`src/rtl/bra_pkg.sv`:
```
package bra_pkg;

  localparam int WORD_BITS = 64;
  localparam int OFF_W     = 6;
  localparam int FUNC_W    = 3;
  localparam int INDEX_W   = 10;
  localparam int LEN_W     = 11;
  localparam int BYTES_W   = 8;
  localparam int LU_W      = 7;
  localparam int RUN_W     = 12;

  localparam logic [BYTES_W-1:0] BYTES_RESET = 8'd128;

  localparam logic [FUNC_W-1:0] OP_SCAN  = 3'd0;
  localparam logic [FUNC_W-1:0] OP_SET   = 3'd1;
  localparam logic [FUNC_W-1:0] OP_CLEAR = 3'd2;
  localparam logic [FUNC_W-1:0] OP_TEST  = 3'd3;
  localparam logic [FUNC_W-1:0] OP_WIPE  = 3'd4;

  typedef struct packed {
    logic capture;
    logic clr_wr;
    logic issue;
    logic addr_idx;
    logic wipe_wb;
    logic bit_wr;
    logic set_val;
    logic scan_take;
    logic bit_take;
    logic load;
    logic res_found;
    logic res_start;
    logic res_bit;
  } bra_cmd_t;

  typedef struct packed {
    logic need_zero;
    logic limit_zero;
    logic idx_ok;
    logic clr_last;
    logic issue_last;
    logic b_vld;
    logic hit;
    logic b_last;
    logic out_free;
  } bra_status_t;

endpackage

```
`src/rtl/bra_ctrl.sv`:
```
module bra_ctrl (
  input  logic                       clk,
  input  logic                       rst,
  input  logic                       req_valid,
  input  logic [bra_pkg::FUNC_W-1:0] req_func,
  output logic                       req_ready,
  input  bra_pkg::bra_status_t       st,
  output bra_pkg::bra_cmd_t          cmd
);
  import bra_pkg::*;

  typedef enum logic [2:0] {
    S_CLEAR,
    S_IDLE,
    S_DISPATCH,
    S_SCAN,
    S_BIT_WR,
    S_WIPE,
    S_WIPE_END,
    S_DONE
  } state_t;

  state_t            state;
  logic [FUNC_W-1:0] op;
  logic              issued_all;
  logic              res_found;
  logic              res_start;
  logic              res_bit;

  always_comb begin
    cmd           = '0;
    req_ready     = 1'b0;
    cmd.res_found = res_found;
    cmd.res_start = res_start;
    cmd.res_bit   = res_bit;
    case (state)
      S_CLEAR: begin
        cmd.clr_wr = 1'b1;
      end
      S_IDLE: begin
        req_ready   = 1'b1;
        cmd.capture = req_valid;
      end
      S_DISPATCH: begin
        if ((op == OP_SET || op == OP_CLEAR || op == OP_TEST) && st.idx_ok) begin
          cmd.issue    = 1'b1;
          cmd.addr_idx = 1'b1;
        end
      end
      S_SCAN: begin
        cmd.issue     = !issued_all;
        cmd.scan_take = st.b_vld && st.hit;
      end
      S_BIT_WR: begin
        cmd.bit_take = (op == OP_TEST);
        cmd.bit_wr   = (op == OP_SET) || (op == OP_CLEAR);
        cmd.set_val  = (op == OP_SET);
      end
      S_WIPE: begin
        cmd.issue   = 1'b1;
        cmd.wipe_wb = 1'b1;
      end
      S_WIPE_END: begin
        cmd.wipe_wb = 1'b1;
      end
      S_DONE: begin
        cmd.load = st.out_free;
      end
      default: begin
      end
    endcase
  end

  always_ff @(posedge clk) begin
    if (rst) begin
      state      <= S_CLEAR;
      op         <= OP_SCAN;
      issued_all <= 1'b0;
      res_found  <= 1'b0;
      res_start  <= 1'b0;
      res_bit    <= 1'b0;
    end else begin
      case (state)
        S_CLEAR: begin
          if (st.clr_last) begin
            state <= S_IDLE;
          end
        end
        S_IDLE: begin
          if (req_valid) begin
            op         <= req_func;
            issued_all <= 1'b0;
            state      <= S_DISPATCH;
          end
        end
        S_DISPATCH: begin
          res_start <= 1'b0;
          case (op)
            OP_SCAN: begin
              res_bit <= 1'b0;
              if (st.need_zero || st.limit_zero) begin
                res_found <= 1'b0;
                state     <= S_DONE;
              end else begin
                res_found <= 1'b1;
                state     <= S_SCAN;
              end
            end
            OP_SET, OP_CLEAR, OP_TEST: begin
              if (!st.idx_ok) begin
                res_found <= 1'b0;
                res_bit   <= 1'b0;
                state     <= S_DONE;
              end else begin
                res_found <= 1'b1;
                res_bit   <= (op == OP_TEST);
                state     <= S_BIT_WR;
              end
            end
            OP_WIPE: begin
              res_found <= 1'b1;
              res_bit   <= 1'b0;
              if (st.limit_zero) begin
                state <= S_DONE;
              end else begin
                state <= S_WIPE;
              end
            end
            default: begin
              res_found <= 1'b0;
              res_bit   <= 1'b0;
              state     <= S_DONE;
            end
          endcase
        end
        S_SCAN: begin
          if (!issued_all && st.issue_last) begin
            issued_all <= 1'b1;
          end
          if (st.b_vld && st.hit) begin
            res_start <= 1'b1;
            state     <= S_DONE;
          end else if (st.b_vld && st.b_last) begin
            res_found <= 1'b0;
            state     <= S_DONE;
          end
        end
        S_BIT_WR: begin
          state <= S_DONE;
        end
        S_WIPE: begin
          if (st.issue_last) begin
            state <= S_WIPE_END;
          end
        end
        S_WIPE_END: begin
          state <= S_DONE;
        end
        S_DONE: begin
          if (st.out_free) begin
            state <= S_IDLE;
          end
        end
        default: begin
          state <= S_IDLE;
        end
      endcase
    end
  end

endmodule

```
`config.mk`:
```
export PLATFORM = sky130hd
export DESIGN_NAME = bra_ctrl
export DESIGN_NICKNAME = d
export VERILOG_FILES = /design/src/rtl/bra_pkg.sv /design/src/rtl/bra_ctrl.sv
export SDC_FILE = /design/constraint.sdc
export NUM_CORES = 1
export LEC_CHECK = 0
export BUFFER_PORTS_ARGS = -buffer_cell sky130_fd_sc_hd__buf_4
export CELL_PAD_IN_SITES_DETAIL_PLACEMENT = 2
export CELL_PAD_IN_SITES_GLOBAL_PLACEMENT = 2
export CORE_MARGIN = 5
export CORE_UTILIZATION = 24
export DETAILED_ROUTE_END_ITERATION = 16
export PLACE_DENSITY = 0.74
export SLEW_MARGIN = 10
export SYNTH_ARGS = -nofsm -noshare
export SYNTH_HDL_FRONTEND = slang
export SYNTH_SLANG_ARGS = --single-unit
```
`constraint.sdc`:
```
create_clock -name clk -period 1.94 [get_ports clk]
set_clock_uncertainty 0.1 [all_clocks]
set_input_delay 0.291 -clock clk [delete_from_list [all_inputs] [get_ports clk]]
set_output_delay 0.291 -clock clk [all_outputs]
set_load 0.1 [all_outputs]
```
=== Word level (Yosys, flattened, before mapping) ===
Index checks and enable logic that the tools add are counted.

* Output and inout port bits: 14
* Word-level logic and storage cells: 81
* Memory bits (writable): 0
* Latch bits: 0
* Memories kept: 0
* Input bits: 15
* Memory bits (read-only): 0
* Bits in registers: 10

* Shift operators: 0
* $add $sub $neg: 0
* Mux-type cells: 35
* Reductions and logical operators: 20
* $mul: 0
* $lt $le $gt $ge: 0
* Equality and inequality tests: 20
* Bitwise operators: 0
* Divide/modulo/power cells: 0

{| class="wikitable"
|+ Operators by type and width
! kind !! count
|-
| 3-bit two-way mux || 7
|-
| 3-bit one-hot mux with 7 select lines || 1
|-
| 1-bit two-way mux || 17
|-
| 2-bit != test (second input constant) || 8
|-
| 3-bit equality test (second input constant) || 5
|-
| 3-bit by 2-bit equality test with 1-bit output (second input constant) || 4
|-
| 3-bit one-hot mux with 3 select lines || 1
|-
| 2-bit two-way mux || 4
|-
| 3-bit by 1-bit equality test with 1-bit output (second input constant) || 2
|-
| 3-bit zero test || 2
|-
| 1-bit one-hot mux with 2 select lines || 3
|-
| 1-bit one-hot mux with 3 select lines || 2
|-
| 3-bit AND reduction || 2
|-
| 5-bit AND reduction || 1
|-
| 1-bit logical AND || 4
|-
| 2-bit AND reduction || 2
|-
| 2-bit nonzero test || 2
|-
| 2-bit OR reduction || 2
|-
| 1-bit logical OR || 3
|-
| 3-bit != test (second input constant) || 1
|-
| 3-bit OR reduction || 1
|-
| 1-bit zero test || 1
|}

=== Depth between registers and ports, before layout ===
* Depth in word-level cells: 6
* Gate-level depth with buffers: 6
* Mapped depth without buffers: 4

=== Least setup slack after synthesis ===
Ideal clock, no wire load.

* Path type: reg2out
* Start: register state[1]
* End: output cmd[4] (netlist bit)
* Arrival: 2.229 ns
* Path buffers: 1
* Stages on the path, launching flop included: 4
* Slack: -0.680 ns
* Path through: dfxtp_1 -> buf_6 -> or4b_4 -> nor2_1

{| class="wikitable"
|+ RTL lines
! element !! line !! source
|-
| start, declared || bra_ctrl.sv:23 || <nowiki>state_t state;</nowiki>
|-
| start signal, assigned || bra_ctrl.sv:76 || <nowiki>state <= S_CLEAR;</nowiki>
|-
| start signal, assigned || bra_ctrl.sv:86 || <nowiki>state <= S_IDLE;</nowiki>
|-
| start signal, assigned || bra_ctrl.sv:93 || <nowiki>state <= S_DISPATCH;</nowiki>
|-
| end, declared || bra_ctrl.sv:8 || <nowiki>output bra_pkg::bra_cmd_t cmd</nowiki>
|}

==> run summary <==
PortBufs: 28
CTS tree: built
drt wl/cell: 19.0 microns
Critical Path Source Type: register
post-layout net count: 136
CTS sink cnt: 10
r2r setup slk: 280 ps
Max rail drop VDD: 1120 uV
Final Max Tran Viols: 0
Core Footprint: 2730 sq um
Synth warnings: 0
Initial Utilization: 24.6%
f_max: 483 MHz
Detailed Route WL: 2870 microns
Std-Cell Rows: 19
FF+latch count, synth: 10
failing checks: negative setup slack
Post-Synth Simple-Gate Area: 30.7%
worst skew pair latency: 280 ps
pre-CTS WS: 105 ps
Fin Setup TNS: -286 ps
Hold Path End: op[0]$_SDFFE_PP0P_
Compound-Gate Fraction of Synth Area: 17.1%
CP max stage delay: 570 ps
initial antenna violation count: 0
Critical Path AT: 1680 ps
synth unique cells: 36
Worst Hold Class: in -> reg
reg2reg start: state[2]$_SDFFE_PP0P_
dpl hpwl: 1930 microns
Total GRT Usage: 13.4%
DR pass1 iterations: 4
outcome: complete, but fails checks
crit-path max FO: 3
DRT antenna net count: 0
Final setup viols: 3
fin cells: 151
crit-path leading delay family: simple AND/OR/NAND/NOR gates
leak pwr: 0.000492 uW
Tcrit/Tclk final: 107%
first-pass GRT wire length: 4130 microns
WHS: 157 ps
Net Count, Synth: 100
unrepaired setup endpoints after global routing: yes
mux cell area share after synthesis: 8.92%
vias: 776
total die area: 3960 sq um
Final WS setup: -130 ps
Req. time, crit path: 1550 ps
Iteration-0 DRC Markers: 8
Post-synth EDFFs: 0
vias in the first global route: 826
Worst Path Buf+Inv: 1
Final Hold Viols: 0
slowest stage cell, crit path: or4b_4
sequential share of the synthesized area: 29.7%
Pwr Density: 1460 nW/um^2
vias per inst: 5.14
hold path start: req_func[0]
GRT overflow: 0
post-synthesis xor/xnor area fraction: 1.30%
CTS clk-pin slew, worst paths: 70 ps
H-tree Lvls: 1
Synth Area per Inst: 7.92 sq um
post-synthesis async set-or-reset flop share: 0%
Horiz. Die Dim: 63.0 microns
Mapped Cells: 85
CTS root buf: clkbuf_4
largest family of logic cells by synthesized area: simple AND/OR/NAND/NOR gates
dpl cells: 144
Max Cap Viol: 0
total power: 1710 uW
Tmin final: 2070 ps
cell count of the worst reg-to-reg path: 5
critical path capture point type: output port
Max-slew headroom: 81.1%
Worst Max-Slew Pin Slew: 279 ps
largest net degree at the start of global routing: 15
Clock Path Buffers: 2
Ports: 29
Synth Area in Adders: 0%
area grow syn2layout: 73.6%
# diodes: 0
layout cells sized above 1: 56.7%
Synth Cell Area: 673 sq um
crit-path cells: or4b_4, nor3b_4, buf_12
reg2reg end: state[0]$_SDFFE_PP0P_
hold path depth: 3
CP Class: reg -> out
Final GP Congestion: 0.769
Die Y: 63.0 microns
Most used DFF post-synth: dfxtp_1
# DRC: 0
total CTS buffers: 3
## repair_timing
action | in CTS | in global routing
endpoints found under the setup margin | 7 | 8
pin swaps | 3 | 4
buffers inserted | 1 | 2
hold buffers | 0 | 0
gates resized for setup | 24 | 14
## per-stage QoR
stage                     cell area, sq um  util [%]
after CTS                             1090      39.8
after global routing                  1170      42.7
after detailed placement               963      35.2
after global placement                 963      35.2
after floorplan                        711         -
final                                 1170      42.7
## placed cells by master, fill, tap and decap left out, types with 2 or more instances in the layout
master and count:
o311ai_1 2, buf_4 28, nor2_1 8, mux2i_1 6
nand2_1 5, o21ai_0 2, buf_12 7, a21oi_1 3
nor3_1 2, nand3_1 2, nor2_2 5, buf_6 4
dfxtp_1 4, clkbuf_4 3, nor2_4 4, dfxtp_4 2
dfxtp_2 4, inv_1 5
## kinds of logic (layout without fill, tap and decap cells)
logic type                after synthesis  count (layout)
muxes                                   6               6
xor gates and xnor gates                1               1
buffers and inverters                  15              50
and+or+nand+nor                        37              37
AOI/OAI and AO/OA                      16              16
DFF                                    10              10
## synthesized netlist by cell type (2+ instances only)
| master | number | area share (%) |
|---|---|---|
| inv_1 | 5 | 2.8 |
| buf_4 | 4 | 4.5 |
| o21ai_0 | 2 | 1.5 |
| buf_2 | 3 | 2.2 |
| nor2_1 | 16 | 8.9 |
| nand2_1 | 5 | 2.8 |
| nand3_1 | 2 | 1.5 |
| nor2b_1 | 2 | 1.9 |
| nor3_1 | 2 | 1.5 |
| dfxtp_1 | 10 | 30 |
| o311ai_1 | 2 | 2.6 |
| a21oi_1 | 3 | 2.2 |
| mux2i_1 | 6 | 8.9 |
## report_power, final
| part | internal (uW) | switching [uW] |
|---|---|---|
| combinational | 435 | 765 |
| sequential | 261 | 46.2 |
| clock | 114 | 87.0 |
| total | 811 | 898 |
## metal layers
layer | vias to the layer above | global-route usage [%] | share of wire (%)
met5 | - | 0 | 0
met4 | 0 | 6.37 | 2.7
met3 | 6 | 3.96 | 3.8
met2 | 20 | 21.9 | 54
met1 | 383 | 15.9 | 39
li1 | 367 | - | -
## layout make-up
cell class	count	area, sq um
Clock buffer	4	36.3
Inverter	6	22.5
Multi-Input combinational cell	60	448
Fill cell	306	1570
Tap cell	31	38.8
Timing Repair Buffer	40	410
Sequential cell	10	213
## worst max path at each step
stage,startpoint,endpoint,slack [ps],depth (start not counted)
2_1_floorplan,state[1]$_SDFFE_PP0P_,cmd[6],-270,3
3_3_place_gp,op[2]$_SDFFE_PP0P_,cmd[6],160,3
5_1_grt,state[0]$_SDFFE_PP0P_,cmd[6],-190,3
6_report,op[2]$_SDFFE_PP0P_,cmd[6],-130,3
4_1_cts,state[0]$_SDFFE_PP0P_,cmd[6],-100,3
3_5_place_dp,op[2]$_SDFFE_PP0P_,cmd[6],110,3
## registers in the layout (all words and copies together), names as in the netlist
name / count
state: 3
op: 3
res_found: 1
res_bit: 1
issued_all: 1
res_start: 1
## worst register-to-register path, stage by stage, from the launching register on
cell      delay [ps]
dfxtp_4          350
buf_4            160
or3b_4           420
buf_4            170
o22ai_1          200
a221oi_1         120
Power figures use the tool's default switching activity.
