$ cat config.mk
export PLATFORM = sky130hd
export DESIGN_NAME = bra_datapath
export DESIGN_NICKNAME = d
export VERILOG_FILES = /design/src/rtl/bra_pkg.sv /design/src/rtl/bra_datapath.sv
export SDC_FILE = /design/constraint.sdc
export NUM_CORES = 2
export LEC_CHECK = 0
export BUFFER_PORTS_ARGS = -buffer_cell sky130_fd_sc_hd__buf_2
export CORE_AREA = 2 2 516 518
export DETAILED_ROUTE_END_ITERATION = 10
export DIE_AREA = 0 0 518 520
export PLACE_DENSITY = 0.71
export SYNTH_ARGS = -nofsm -noshare
export SYNTH_HDL_FRONTEND = slang
export SYNTH_SLANG_ARGS = --single-unit
$ cat constraint.sdc
create_clock -name clk -period 38.5 [get_ports clk]
set_clock_uncertainty 0.2 [all_clocks]
set_input_delay 3.85 -clock clk [delete_from_list [all_inputs] [get_ports clk]]
set_output_delay 3.85 -clock clk [all_outputs]
set_load 0.005 [all_outputs]
$ cat src/rtl/bra_pkg.sv
package bra_pkg;

  localparam int WORD_BITS = 64;
  localparam int OFF_W     = 6;
  localparam int FUNC_W    = 3;
  localparam int INDEX_W   = 10;
  localparam int LEN_W     = 11;
  localparam int BYTES_W   = 8;
  localparam int LU_W      = 7;
  localparam int RUN_W     = 12;

  localparam logic [BYTES_W-1:0] BYTES_RESET = 8'd128;

  localparam logic [FUNC_W-1:0] OP_SCAN  = 3'd0;
  localparam logic [FUNC_W-1:0] OP_SET   = 3'd1;
  localparam logic [FUNC_W-1:0] OP_CLEAR = 3'd2;
  localparam logic [FUNC_W-1:0] OP_TEST  = 3'd3;
  localparam logic [FUNC_W-1:0] OP_WIPE  = 3'd4;

  typedef struct packed {
    logic capture;
    logic clr_wr;
    logic issue;
    logic addr_idx;
    logic wipe_wb;
    logic bit_wr;
    logic set_val;
    logic scan_take;
    logic bit_take;
    logic load;
    logic res_found;
    logic res_start;
    logic res_bit;
  } bra_cmd_t;

  typedef struct packed {
    logic need_zero;
    logic limit_zero;
    logic idx_ok;
    logic clr_last;
    logic issue_last;
    logic b_vld;
    logic hit;
    logic b_last;
    logic out_free;
  } bra_status_t;

endpackage

$ cat src/rtl/bra_datapath.sv
module bra_datapath #(
  parameter int MAP_BITS = 1024
) (
  input  logic                        clk,
  input  logic                        rst,
  input  logic [bra_pkg::INDEX_W-1:0] bit_addr,
  input  logic [bra_pkg::LEN_W-1:0]   run_length,
  input  logic                        cfg_we,
  input  logic [bra_pkg::BYTES_W-1:0] cfg_data,
  output logic                        rsp_valid,
  input  logic                        rsp_ready,
  output logic                        found,
  output logic [bra_pkg::INDEX_W-1:0] start_index,
  output logic                        bit_value,
  input  bra_pkg::bra_cmd_t           cmd,
  output bra_pkg::bra_status_t        st
);
  import bra_pkg::*;

  localparam int DEPTH = (MAP_BITS + WORD_BITS - 1) / WORD_BITS;
  localparam int AW    = (DEPTH > 1) ? $clog2(DEPTH) : 1;
  localparam int LW    = $clog2(MAP_BITS + 1);
  localparam int PW    = (LW > LEN_W) ? LW : LEN_W;
  localparam int SW    = ((AW + OFF_W > LEN_W) ? AW + OFF_W : LEN_W) + 1;

  logic [BYTES_W-1:0]   map_bytes;
  logic [WORD_BITS-1:0] mem [0:DEPTH-1];
  logic [AW-1:0]        cnt;
  logic [INDEX_W-1:0]   index_q;
  logic [LEN_W-1:0]     need_q;
  logic [WORD_BITS-1:0] rd_data;
  logic [AW-1:0]        rd_row;
  logic                 rd_vld;
  logic [LU_W-1:0]      lu [0:WORD_BITS-1];
  logic [AW-1:0]        b_row;
  logic                 b_vld;
  logic [LEN_W-1:0]     carry;
  logic [INDEX_W-1:0]   r_start;
  logic                 r_bit;

  logic [PW-1:0]        limit;
  logic [PW-1:0]        lim_row;
  logic [AW-1:0]        last_row;
  logic [AW-1:0]        idx_row;
  logic [AW-1:0]        rd_addr;
  logic [WORD_BITS-1:0] beyond;
  logic [WORD_BITS-1:0] masked;
  logic [WORD_BITS-1:0] bit_word;
  logic                 wr_en;
  logic [AW-1:0]        wr_addr;
  logic [WORD_BITS-1:0] wr_data;
  logic [LU_W-1:0]      pm [0:OFF_W][0:WORD_BITS-1];
  logic [RUN_W-1:0]     run [0:WORD_BITS-1];
  logic [WORD_BITS-1:0] hit;
  logic [OFF_W-1:0]     sel;
  logic [LEN_W-1:0]     carry_next;
  logic [SW-1:0]        start_w;

  assign limit    = (PW'({map_bytes, 3'b000}) > PW'(MAP_BITS)) ? PW'(MAP_BITS)
                                                               : PW'({map_bytes, 3'b000});
  assign lim_row  = limit >> OFF_W;
  assign last_row = AW'((limit - PW'(1)) >> OFF_W);
  assign idx_row  = AW'(PW'(index_q) >> OFF_W);
  assign rd_addr  = cmd.addr_idx ? idx_row : cnt;

  // Bits at or above the active limit count as used and survive a wipe.
  always_comb begin
    if (PW'(rd_row) > lim_row) begin
      beyond = '1;
    end else if (PW'(rd_row) == lim_row) begin
      beyond = ~((WORD_BITS'(1) << limit[OFF_W-1:0]) - WORD_BITS'(1));
    end else begin
      beyond = '0;
    end
  end

  assign masked = rd_data | beyond;

  always_comb begin
    bit_word                         = rd_data;
    bit_word[index_q[OFF_W-1:0]]     = cmd.set_val;
  end

  always_comb begin
    wr_en   = 1'b0;
    wr_addr = cnt;
    wr_data = '0;
    if (cmd.clr_wr) begin
      wr_en = 1'b1;
    end else if (cmd.wipe_wb && rd_vld) begin
      wr_en   = 1'b1;
      wr_addr = rd_row;
      wr_data = rd_data & beyond;
    end else if (cmd.bit_wr) begin
      wr_en   = 1'b1;
      wr_addr = idx_row;
      wr_data = bit_word;
    end
  end

  // Prefix maximum gives, for each bit, one past the last used bit at or below it.
  always_comb begin
    for (int j = 0; j < WORD_BITS; j++) begin
      pm[0][j] = masked[j] ? LU_W'(j + 1) : '0;
    end
    for (int l = 0; l < OFF_W; l++) begin
      for (int j = 0; j < WORD_BITS; j++) begin
        if (j >= (1 << l) && pm[l][j - (1 << l)] > pm[l][j]) begin
          pm[l+1][j] = pm[l][j - (1 << l)];
        end else begin
          pm[l+1][j] = pm[l][j];
        end
      end
    end
  end

  always_comb begin
    for (int j = 0; j < WORD_BITS; j++) begin
      run[j] = (lu[j] == '0) ? RUN_W'(carry) + RUN_W'(j + 1)
                             : RUN_W'(j + 1) - RUN_W'(lu[j]);
      hit[j] = run[j] >= RUN_W'(need_q);
    end
    sel = '0;
    for (int j = WORD_BITS - 1; j >= 0; j--) begin
      if (hit[j]) begin
        sel = OFF_W'(j);
      end
    end
    carry_next = (lu[WORD_BITS-1] == '0)
                 ? LEN_W'(RUN_W'(carry) + RUN_W'(WORD_BITS))
                 : LEN_W'(RUN_W'(WORD_BITS) - RUN_W'(lu[WORD_BITS-1]));
    start_w    = SW'({b_row, sel}) + SW'(1) - SW'(need_q);
  end

  always_comb begin
    st.need_zero  = (need_q == '0);
    st.limit_zero = (map_bytes == '0);
    st.idx_ok     = PW'(index_q) < PW'(MAP_BITS);
    st.clr_last   = (cnt == AW'(DEPTH - 1));
    st.issue_last = (cnt == last_row);
    st.b_vld      = b_vld;
    st.hit        = |hit;
    st.b_last     = (b_row == last_row);
    st.out_free   = !rsp_valid || rsp_ready;
  end

  always_ff @(posedge clk) begin
    if (rst) begin
      map_bytes <= BYTES_RESET;
      cnt       <= '0;
      rd_vld    <= 1'b0;
      b_vld     <= 1'b0;
      rsp_valid <= 1'b0;
    end else begin
      if (cfg_we) begin
        map_bytes <= cfg_data;
      end
      if (cmd.capture) begin
        cnt    <= '0;
        rd_vld <= 1'b0;
        b_vld  <= 1'b0;
      end else begin
        if ((cmd.issue && !cmd.addr_idx) || cmd.clr_wr) begin
          cnt <= cnt + AW'(1);
        end
        rd_vld <= cmd.issue;
        b_vld  <= rd_vld;
      end
      if (cmd.load) begin
        rsp_valid <= 1'b1;
      end else if (rsp_ready) begin
        rsp_valid <= 1'b0;
      end
    end
  end

  always_ff @(posedge clk) begin
    if (cmd.capture) begin
      index_q <= bit_addr;
      need_q  <= run_length;
      carry   <= '0;
    end else if (b_vld) begin
      carry <= carry_next;
    end
    if (cmd.issue) begin
      rd_data <= mem[rd_addr];
      rd_row  <= rd_addr;
    end
    if (wr_en) begin
      mem[wr_addr] <= wr_data;
    end
    if (rd_vld) begin
      lu    <= pm[OFF_W];
      b_row <= rd_row;
    end
    if (cmd.scan_take) begin
      r_start <= start_w[INDEX_W-1:0];
    end
    if (cmd.bit_take) begin
      r_bit <= rd_data[index_q[OFF_W-1:0]];
    end
    if (cmd.load) begin
      found       <= cmd.res_found;
      start_index <= cmd.res_start ? r_start : '0;
      bit_value   <= cmd.res_bit ? r_bit : 1'b0;
    end
  end

endmodule

**Word level (Yosys, flattened, before mapping)**

Memory sizes are Yosys's and may differ from the RTL's. A register that Yosys moved wholly into a read port is not among the register bits.
Index checks and enable logic that the tools add are counted.

- Add/sub/neg operators: 133
- Order comparisons: 389
- Equal/unequal tests: 4
- Shift-type cells: 1
- Muxes and demuxes: 536
- Bitwise gates (word level): 3
- Reductions and logical operators: 76

Operators by type and width:

| kind | number |
|---|---|
| two-way mux 6 bit | 287 |
| > comparator 6 bit | 129 |
| greater-or-equal comparator 12 x 11 -> 1 bit | 64 |
| two-way mux 12 bit | 64 |
| two-way mux 5 bit | 95 |
| logical NOT 7 bit | 64 |
| adder 11 x 6 -> 12 bit (second input constant) | 32 |
| two-way mux 64 bit | 5 |
| > comparator 5 x 6 -> 1 bit | 47 |
| subtractor 6 x 7 -> 8 bit (first input constant) | 32 |
| > comparator 5 bit | 49 |
| adder 11 x 5 -> 12 bit (second input constant) | 16 |
| two-way mux 4 bit | 43 |
| subtractor 5 x 7 -> 8 bit (first input constant) | 16 |
| > comparator 4 x 5 -> 1 bit | 24 |
| adder 11 x 4 -> 12 bit (second input constant) | 8 |
| > comparator 4 bit | 17 |
| bitwise AND 64 bit | 1 |
| bitwise mux 64 bit | 1 |
| NOT 64 bit | 1 |
| OR 64 bit | 1 |
| OR reduction 64 bit | 1 |
| << shifter 1 x 6 -> 64 bit (first input constant) | 1 |
| subtractor 4 x 7 -> 8 bit (first input constant) | 8 |
| 49 further kinds | 136 |

- Register bits: 526
- Memory bits (writable): 1024
- Input port bits: 46
- Output and inout port bits: 22
- Word-level logic and storage cells: 1222
- Memories: 1

Memory list:

| name | depth | width | rd ports | clocked after memory_dff | wr ports | line | text |
|---|---|---|---|---|---|---|---|
| mem | 16 | 64 | 1 | 1 | 1 | bra_datapath.sv:27 | `logic [WORD_BITS-1:0] mem [0:DEPTH-1];` |

**Logic depth before layout (Yosys ltp)**

- Depth after elaboration: 69
- Depth in mapped cells: 59
- Depth with buffers taken out: 55

**Least setup slack after synthesis**

Ideal clock, no wire load.

- Kind: reg2reg
- Start point: register rd_vld
- End point: memory mem[12][0], enable pin
- Setup time: 486 ps
- Data arrival time: 12454 ps
- Data required time: 37814 ps
- Slack: 25359 ps
- Stages on the path, launching flop included: 7
- Path buffers: 0
- Clock period less this slack: 13141 ps
- Cell sequence: dfxtp_1 nand2_1 nand2_1 o22a_1 o22a_1 nand2_1 nor2_1

- Longest elaborated chain between the ends: 5
- Elaborated cells between the ends (all ways): 7
- Those cells by class: mux (6); reduce/logical (1)

RTL lines:

| what | line | text |
|---|---|---|
| from (decl) | bra_datapath.sv:33 | `logic rd_vld;` |
| from (signal assigned) | bra_datapath.sv:166 | `rd_vld <= cmd.issue;` |
| logical AND 1 bit (*) | bra_datapath.sv:90 | `end else if (cmd.wipe_wb && rd_vld) begin` |
| two-way mux 1 bit | bra_datapath.sv:90 |  |
| two-way mux 1 bit | bra_datapath.sv:88 | `if (cmd.clr_wr) begin` |
| two-way mux 1 bit | bra_datapath.sv:189 | `if (wr_en) begin` |
| two-way mux 1 bit (implied by the code) | bra_datapath.sv:190 | `mem[wr_addr] <= wr_data;` |
| to (decl) | bra_datapath.sv:27 |  |

Every way passes the cells marked *; elsewhere a longest branch is shown, timed or not.

==> implementation parameters <==
Parameter                              Value

Status
  Run status    finished, violations left
  Violated checks    max-capacitance violations

Detailed routing
  Per-cell via count in the routed design    6.232
  Average wire per standard cell    26.19 um
  Residual DRC    0
  Detailed router's first-iteration violation count    12853
  Antenna Nets Post-Route    0
  DRT Pass-1 Iters    9
  Detailed-route via count    107833
  Final wirelength    453.1 mm

Timing
  Setup TNS    0 ns
  Max Freq    74.42 MHz
  Transition time at the pin with the least slew margin    1.461 ns
  Unrepaired setup endpoints after global routing    no
  Fin crit share    0.3490
  Final Critical Period    13.44 ns
  Slew Viols, Final    0
  Worst slew margin relative to its limit    0.01046
  Total count of hold-check failures in the final report    0
  Setup violation total in the final timing report    0

Worst setup path
  Worst r2r dst    lu[98]$_DFFE_PP_
  Cell seen most often among critical-path stages    sky130_fd_sc_hd__nor2b_1
  Element type at the critical path end    flop
  Critical path startpoint category    flop
  Worst reg2reg setup slack    25.06 ns
  Worst stage delay on the critical path    0.76 ns
  Worst Path Class, Setup    reg -> reg
  Source of the worst register-to-register timing path    map_bytes[7]$_SDFFE_PP1P_
  WP data arrival    13.77 ns
  Critical-path top delay cell    sky130_fd_sc_hd__nor4_1
  Launching element of the worst setup path    map_bytes[7]$_SDFFE_PP1P_
  Endpoint required time on the critical path    38.84 ns
  Critical path fanouts, max    16
  Number of cells on the worst reg-to-reg path    50

Yosys
  Area of the mapped netlist    126000 um^2
  Area fraction of the dominant cell type after synthesis    0.3498
  Most area-hungry cell type in the Yosys netlist    sky130_fd_sc_hd__edfxtp_1
  Flop and latch count out of synthesis    1494
  FFs w/ async S/R, synth    0
  Count of yosys warnings during synthesis    0
  Mean cell area of the mapped netlist    9.227 um^2
  Cell variety after synth    122
  Leading post-synthesis cells by cell area    sky130_fd_sc_hd__edfxtp_1, sky130_fd_sc_hd__ha_1, sky130_fd_sc_hd__nand2_1
  Number of flops mapped to enable cells by yosys    1468
  Synthesized net count    15516
  Main synth FF type    sky130_fd_sc_hd__edfxtp_1
  Sequential area share after synthesis    0.3539
  Number of standard cells after synthesis    13658

Clocking
  Inserted Clock Buffers    172
  Worst-skew pair later-pin latency    0.88 ns
  Clock Tree Buf Depth    4
  Post-CTS Setup Repair Bufs    0
  Clk pin slew, worst setup/hold paths    0.06 ns
  Clock tree from TritonCTS    yes
  CTS root buffer    sky130_fd_sc_hd__clkbuf_16
  Resized Gates After CTS    0
  Maximum level of the CTS H-tree    4
  Number of sinks on the clock net    1494
  Hold-fix buffer count after cts    0

Global routing
  Met2 Use GR    0.4940
  Global-route track usage on met3    0.05853
  Highest-utilization routing layer at the global route stage    met2
  Global route overflow    0
  Global routing usage on met1    0.4185
  Maximum number of pins on one net before global-route repair    183
  Wire length of the first global-routing pass    659.8 mm
  Initial antenna violation count    14
  Via count of the first global-routing pass    99176
  Global routing usage summed across all routing layers    0.3250

Floorplan
  Area of the die    269400 um^2
  Area of the core region    263900 um^2
  Initial cell density of the core    0.4775
  Die W    518 um
  Number of top-level pins    68
  Site Rows    189
  Die height    520 um

Cells and area
  Area overhead of the layout relative to synthesis    8.431%
  Fin cells    17304
  Final layout net count    15492
  Top library cells by usage in the layout, fill and taps aside    sky130_fd_sc_hd__ha_1, sky130_fd_sc_hd__nand2_1, sky130_fd_sc_hd__edfxtp_1
  Count of fill cells added during filler insertion    24086
  Most frequent standard cell in the layout excluding fill and tap cells    sky130_fd_sc_hd__ha_1
  Fraction of layout cells with a size suffix above 1    0.07091

Min path
  Worst hold path startpoint    rd_row[3]$_DFFE_PP_
  Hold Crit Class    reg -> reg
  Worst Hold Path EP    b_row[3]$_DFFE_PP_
  Number of cells traversed by the worst hold path    0

Place
  Post-Place Cells    16993
  Final RePlAce weighted congestion    1.082
  Half-perimeter wire length of the detailed placement result    323.6 mm
  PortBufs    66

Pwr
  Peak supply drop    0.05012 mV
  P per Cell Area    57.64 nW/um^2
  Total power of the final layout    7.876 mW
  Standby leakage power    58.36 nW

Job
  Max-cap violations    1
worst max path at each step:
stage                                      end
after global placement       lu[100]$_DFFE_PP_
final                         lu[98]$_DFFE_PP_
after global routing          lu[98]$_DFFE_PP_
after detailed placement     lu[100]$_DFFE_PP_
after floorplan           mem[12][0]$_DFFE_PP_
after CTS                     lu[98]$_DFFE_PP_
layout make-up:
type | count | area, um^2 | area share
diodes | 8 | 20.02 | 0.0001465
flip-flops and latches | 1494 | 44630 | 0.3266
multi-input cells | 10502 | 75410 | 0.5519
inverters | 1120 | 4227 | 0.03093
well taps | 3533 | 4420 | 0.03235
repair buffers | 344 | 2535 | 0.01855
clock inverters | 100 | 985.9 | 0.007216
clock buffers | 203 | 4420 | 0.03235
registers in the layout, summed over array words and instances (netlist names):
register / flops
b_vld: 1
rsp_valid: 1
cnt: 4
rd_data: 64
mem: 1024
map_bytes: 8
found: 1
rd_row: 4
need_q: 11
start_index: 10
r_bit: 1
b_row: 4
r_start: 10
index_q: 10
bit_value: 1
rd_vld: 1
lu: 328
carry: 11
per-layer routing:
metal / vias up / routed length (um) / part of all wire
met2: 5582 / 192900 / 0.43
li1: 49831 / - / -
met4: 6 / 38130 / 0.084
met5: - / 67 / 0.00015
met3: 1364 / 44230 / 0.098
met1: 51050 / 177800 / 0.39
Yosys cell counts (23+ instances only):
library cell	n
sky130_fd_sc_hd__a21oi_1	986
sky130_fd_sc_hd__inv_1	1104
sky130_fd_sc_hd__nor2b_1	261
sky130_fd_sc_hd__a21o_1	244
sky130_fd_sc_hd__edfxtp_1	1468
sky130_fd_sc_hd__mux2i_1	548
sky130_fd_sc_hd__o31ai_1	46
sky130_fd_sc_hd__a31oi_1	179
sky130_fd_sc_hd__or4_1	24
sky130_fd_sc_hd__and4_1	27
sky130_fd_sc_hd__o21a_1	255
sky130_fd_sc_hd__mux2_2	164
sky130_fd_sc_hd__xor2_1	178
sky130_fd_sc_hd__and2_1	58
sky130_fd_sc_hd__dfxtp_1	26
sky130_fd_sc_hd__o211ai_1	66
sky130_fd_sc_hd__clkbuf_1	466
sky130_fd_sc_hd__a311oi_1	143
sky130_fd_sc_hd__a2111oi_0	23
sky130_fd_sc_hd__nand3_1	665
sky130_fd_sc_hd__or3_1	66
sky130_fd_sc_hd__nor2_1	599
sky130_fd_sc_hd__o21ai_1	26
sky130_fd_sc_hd__or2_2	46
sky130_fd_sc_hd__o2111ai_1	40
sky130_fd_sc_hd__a22oi_1	43
sky130_fd_sc_hd__o21ai_0	731
sky130_fd_sc_hd__buf_1	49
sky130_fd_sc_hd__nand4_1	87
sky130_fd_sc_hd__nand2_1	1726
sky130_fd_sc_hd__xnor2_1	297
sky130_fd_sc_hd__and3_1	153
sky130_fd_sc_hd__nand2b_1	241
sky130_fd_sc_hd__o22ai_1	57
sky130_fd_sc_hd__a211oi_1	79
sky130_fd_sc_hd__nor4_1	63
sky130_fd_sc_hd__a41o_1	24
sky130_fd_sc_hd__ha_1	1811
sky130_fd_sc_hd__nor3_1	133
critical path: cells and delay by family, from the launching register on:
kind | cells | cell delay (ns)
adders and majority gates | 6 | 2.13
DFF | 1 | 0.65
and+or+nand+nor | 21 | 4.89
AOI/OAI and AO/OA | 20 | 4.77
buffers and inverters | 2 | 0.30
muxes | 1 | 0.14
where the power goes:
group          switching (mW)  internal [mW]  total [mW]
Combinational            2.53           1.66        4.18
Clock                   0.682          0.929        1.61
Sequential              0.107           1.98        2.08
metrics by stage:
step	utilization	setup slack (ns)	hold WS (ns)	cell area, um^2
2_1_floorplan	-	25.36	0.2576	126000
3_3_place_gp	0.4972	25.62	0.2830	131200
3_5_place_dp	0.4972	25.52	0.2855	131200
4_1_cts	0.5177	25.39	0.3032	136600
5_1_grt	0.5177	24.02	0.3280	136600
6_report	0.5178	25.06	0.3089	136600
logic make-up after synthesis:
group | Yosys count | share of synthesized area
simple gates | 4247 | 0.1595
xor+xnor | 475 | 0.03301
compound gates | 3247 | 0.1644
buf+inv | 1662 | 0.05013
mux | 720 | 0.05901
fa+ha+maj | 1812 | 0.1800
flops | 1494 | 0.3539
other cells | 1 | 0.00002976
No activity file was read; power rests on OpenSTA's default activity.
